File: src/hdl/plen_pkg.sv
`default_nettype none

package plen_pkg;

  localparam int unsigned DATA_W = 32;

  typedef enum logic [2:0] {
    OP_PUSH = 3'd0,
    OP_SHOW = 3'd1,
    OP_GET  = 3'd2,
    OP_INS  = 3'd3,
    OP_DEL  = 3'd4
  } op_e;

  typedef enum logic [1:0] {
    ST_OK    = 2'd0,
    ST_FAIL  = 2'd1,
    ST_EMPTY = 2'd2
  } status_e;

  typedef enum logic [1:0] {
    CMD_HOLD = 2'd0,
    CMD_INS  = 2'd1,
    CMD_DEL  = 2'd2
  } cmd_e;

  typedef enum logic {
    S_IDLE = 1'b0,
    S_SHOW = 1'b1
  } fsm_e;

  typedef struct packed {
    cmd_e                     cmd;
    logic signed [DATA_W-1:0] value;
  } cell_ctrl_t;

endpackage

`default_nettype wire

File: src/hdl/plen_cell.sv
`default_nettype none

module plen_cell #(
  parameter int unsigned IDX_W    = 6,
  parameter int unsigned CELL_IDX = 0
) (
  input  wire logic                             clk_i,
  input  wire plen_pkg::cell_ctrl_t             ctrl_i,
  input  wire logic [IDX_W-1:0]                 at_i,
  input  wire logic signed [plen_pkg::DATA_W-1:0] left_i,
  input  wire logic signed [plen_pkg::DATA_W-1:0] right_i,
  output logic signed [plen_pkg::DATA_W-1:0]      word_o
);

  localparam logic [IDX_W-1:0] MY_IDX = IDX_W'(CELL_IDX);

  logic signed [plen_pkg::DATA_W-1:0] word_q, word_d;

  always_comb begin
    word_d = word_q;
    case (ctrl_i.cmd)
      plen_pkg::CMD_INS: begin
        if (MY_IDX > at_i) begin
          word_d = left_i;
        end else if (MY_IDX == at_i) begin
          word_d = ctrl_i.value;
        end
      end
      plen_pkg::CMD_DEL: begin
        if (MY_IDX >= at_i) begin
          word_d = right_i;
        end
      end
      default: word_d = word_q;
    endcase
  end

  always_ff @(posedge clk_i) begin
    word_q <= word_d;
  end

  assign word_o = word_q;

endmodule

`default_nettype wire

File: config.mk
export PLATFORM = sky130hd
export DESIGN_NAME = plen_cell
export DESIGN_NICKNAME = d
export VERILOG_FILES = /design/src/hdl/plen_pkg.sv /design/src/hdl/plen_cell.sv
export SDC_FILE = /design/constraint.sdc
export NUM_CORES = 1
export LEC_CHECK = 0
export ABC_CLOCK_PERIOD_IN_PS = 3700
export BUFFER_PORTS_ARGS = -buffer_cell sky130_fd_sc_hd__buf_2
export CAP_MARGIN = 30
export CORE_AREA = 2 2 90 57
export CTS_CLUSTER_DIAMETER = 40
export DETAILED_ROUTE_END_ITERATION = 7
export DIE_AREA = 0 0 92 59
export GPL_TIMING_DRIVEN = 0
export PLACE_DENSITY = 0.71
export SYNTH_ARGS = -nofsm -noshare
export SYNTH_HDL_FRONTEND = slang
export SYNTH_SLANG_ARGS = --single-unit
File: constraint.sdc
create_clock -name clk_i -period 3.7 [get_ports clk_i]
set_input_delay 0.74 -clock clk_i [delete_from_list [all_inputs] [get_ports clk_i]]
set_output_delay 0.74 -clock clk_i [all_outputs]
set_load 0.05 [all_outputs]
==> results list <==
* Hold Path Stages: 2
* Synth Area in XOR/XNOR: 0.617%
- Worst vdd rail ir drop: 0.178 mV
* End of the worst hold path: word_o[6]$_DFFE_PP_
- Count of input and output buffers: 104
* Number of ports placed on the die boundary: 137
- The synthesized design contains 32 register bits.
- Vias in the first global route: 1,006
- Counting along the longest clock path gives a buffer depth of 2.
- Std cell rows: 19
- The worst hold path begins at ctrl_i[6].
- Drt wl/cell: 12.1 µm
- Largest family of logic cells by synthesized area: multiplexers
* Critical path startpoint category: input pin
- Synthesis produced a netlist with a net count of 177.
- Count of vias placed by the detailed router: 1,027
- Initial Utilization: 31.4%
* Clock-pin slew reported for the worst setup and hold paths after clock tree synthesis: 0.07 ns
* Width of the die: 92 µm
* Worst-margin pin slew: 0.577 ns
- Synth area leaders: sky130_fd_sc_hd__edfxtp_1, sky130_fd_sc_hd__mux2_2, sky130_fd_sc_hd__mux2_4, sky130_fd_sc_hd__buf_6, sky130_fd_sc_hd__nor4_2
- Data on the critical path arrives at its endpoint at 2.15 ns.
- In the global route stage, overall resource usage came out at 11.2%.
- Initial DRT Pass Iterations: 4
* Number of endpoints with negative hold slack in the final report: 0
- Full die area: 5430 µm²
* Logic pwr share: 11.8%
* Smallest hold slack: 0.763 ns
* Post-DRT Antenna Nets: 0
- Congestion Overflow GR: 0
- In this run the mean area of a mapped cell was 19.7 µm².
* Number of setup violations in the final report: 0
- Headroom to the max-slew limit came out at 61.2%.
- # DRC: 0
- Counting the buffers created by CTS gives 5.
* Detailed Route Iter0 Violations: 17
- The internal portion of the total power is 665 µW.
- Number of diodes: 0
* Net switching power: 161 µW
* Number of warnings issued by yosys: 0
- Root buffer selected by CTS: sky130_fd_sc_hd__clkbuf_8
- Vias/cell: 4.12
- FFs w/ async S/R, synth: 0%
* Number of maximum-capacitance constraint violations: 0
- Critical path data required time: 3.68 ns
- The worst path uses 58.7% of the clock period.
* Placed cell count: 241
- Summed over all layers, the routed wires come to 3000 µm.
- The most used flip-flop cell after synthesis is sky130_fd_sc_hd__edfxtp_1.
- In this run, post-CTS repair resized a total of 0 instances.
* Post-synthesis sequential area ratio: 67.7%
- The synthesized netlist devotes 2.11% of its cell area to simple gates.
* Syn-to-layout area delta: 52.2%
* Nets@finish: 290
- Counting the fill cells in the layout gives 417.
* TNS Setup: 0 ns
- Result of the run: finished clean
* Worst setup EP type: register
- Fraction of synthesized area in multiplexers: 26.4%
- The tree built by TritonCTS fans out to 32 sinks.
- The synthesized netlist occupies a cell area of 1420 µm².
* Non-filler instance count after layout: 249
* Post-CTS Hold Fix Bufs: 0
- Net switching fraction of the power: 19.5%
- Subtracting the final worst setup slack from the clock period gives 2.17 ns.
- The initial antenna violation count is 0.
- Largest fanout on the critical path: 14
* Area inside the core boundary: 4520 µm²
- Sequential cells burn 49.0% of the power.
- Clock share of power: 39.1%
- The worst setup path is of the input pin to register kind.
- Number of standard cells after synthesis: 72
* Number of different library cells in the post-synthesis netlist: 8
* Share of synthesized cell area in full adder, half adder and majority cells: 0%
- The final-report max-slew violation count was 0.
* Post-CTS setup buffer count: 0
- Overall power consumption after layout is estimated at 826 µW.
- Power spread over the standard cell area amounts to 382 nW/µm².
* Maximum number of pins on one net before global-route repair: 15
* Post-synthesis compound-gate area fraction: 0%
- Proportion of layout cells with a drive suffix above 1: 81.2%
- TritonCTS built the clock tree.
- H-tree depth: 2
* Final std cell area, no fill: 2160 µm²
- The critical path starts at at_i[2].
* Placed standard-cell area: 2050 µm²
* Placer congestion estimate: 0.655
* Library cell occupying the most area in the post-synthesis netlist: sky130_fd_sc_hd__edfxtp_1
* HPWL after DPL: 2410 µm
* Leak pwr: 0.934 nW
* Fmax achieved: 461 MHz
- First-pass GRT wire length: 4580 µm
- Flip-flop count of the largest register, all copies and words added: 32
- In this run the biggest area consumer among cell types represents 67.7% of the synthesized area.
- Sorting the synthesized cells by how often they occur yields sky130_fd_sc_hd__edfxtp_1, sky130_fd_sc_hd__mux2_2, sky130_fd_sc_hd__buf_6, sky130_fd_sc_hd__mux2_4.
- Library cell with the highest instance count after synthesis: sky130_fd_sc_hd__edfxtp_1
- Setup repair after global routing missed its margin: false
- Path category of the worst min-delay check: input pin to register
- In this run, synthesis inferred 32 flip-flops with an integrated enable.
- The die is 59 µm tall.
==> final cells by class <==
class / instances / area, µm² / area share, %
Sequential cell: 32 / 961 / 44.4
Buffer: 4 / 45.0 / 2.08
Multi-Input combinational cell: 36 / 423 / 19.6
Clock buffer: 6 / 72.6 / 3.36
Timing Repair Buffer: 106 / 547 / 25.3
Clock inverter: 2 / 35.0 / 1.62
Tap cell: 63 / 78.8 / 3.65
==> cell families after synthesis <==
logic type	count (synthesis)
muxes	32
and+or+nand+nor	3
DFF	32
buffers and inverters	4
xor gates and xnor gates	1
==> through the flow <==
stage | setup WS [ns] | utilization, %
CTS | 1.52 | 47.9
floorplan | 0.147 | -
finish | 1.53 | 47.9
detailed placement | 1.21 | 45.5
global route | 1.43 | 47.9
global placement | -0.755 | 44.7
==> power groups by stage <==
stage                     Sequential (mW)  Combinational [mW]  Clock, mW
after CTS                           0.405              0.0987      0.335
final                               0.405              0.0975      0.323
after floorplan                     0.422              0.0433          0
after detailed placement            0.413              0.0983          0
after global placement              0.413              0.0946          0
after global routing                0.405               0.107      0.353
==> critical path, cell delays in order <==
cell	delay, ns
sky130_fd_sc_hd__buf_2	0.09
sky130_fd_sc_hd__or4_4	0.53
sky130_fd_sc_hd__nor4_4	0.52
sky130_fd_sc_hd__buf_6	0.26
==> cell usage in the layout, fill, tap and decap left out <==
master,n
sky130_fd_sc_hd__mux2_2,28
sky130_fd_sc_hd__buf_6,5
sky130_fd_sc_hd__or4_4,1
sky130_fd_sc_hd__clkbuf_8,5
sky130_fd_sc_hd__clkbuf_1,1
sky130_fd_sc_hd__bufinv_16,1
sky130_fd_sc_hd__xnor2_1,1
sky130_fd_sc_hd__nor2b_1,1
sky130_fd_sc_hd__buf_2,104
sky130_fd_sc_hd__nor4_4,1
sky130_fd_sc_hd__buf_8,1
sky130_fd_sc_hd__edfxtp_1,32
sky130_fd_sc_hd__mux2_4,4
sky130_fd_sc_hd__clkinv_2,1
==> worst max-delay path by stage <==
stage,endpoint,slack (ns),cells after the start
after CTS,word_o[15]$_DFFE_PP_,1.52,4
after floorplan,word_o[0]$_DFFE_PP_,0.15,2
after global placement,word_o[25]$_DFFE_PP_,-0.76,3
after detailed placement,word_o[11]$_DFFE_PP_,1.21,4
final,word_o[21]$_DFFE_PP_,1.53,4
after global routing,word_o[15]$_DFFE_PP_,1.43,4
==> per-layer routing <==
metal	global-route usage (%)	vias up	part of all wire, %
met5	0	-	0
li1	-	506	-
met4	5.12	0	0.57
met1	14.4	456	44
met2	18.1	62	45
met3	3.31	3	9.7
Power figures use the tool's default switching activity.
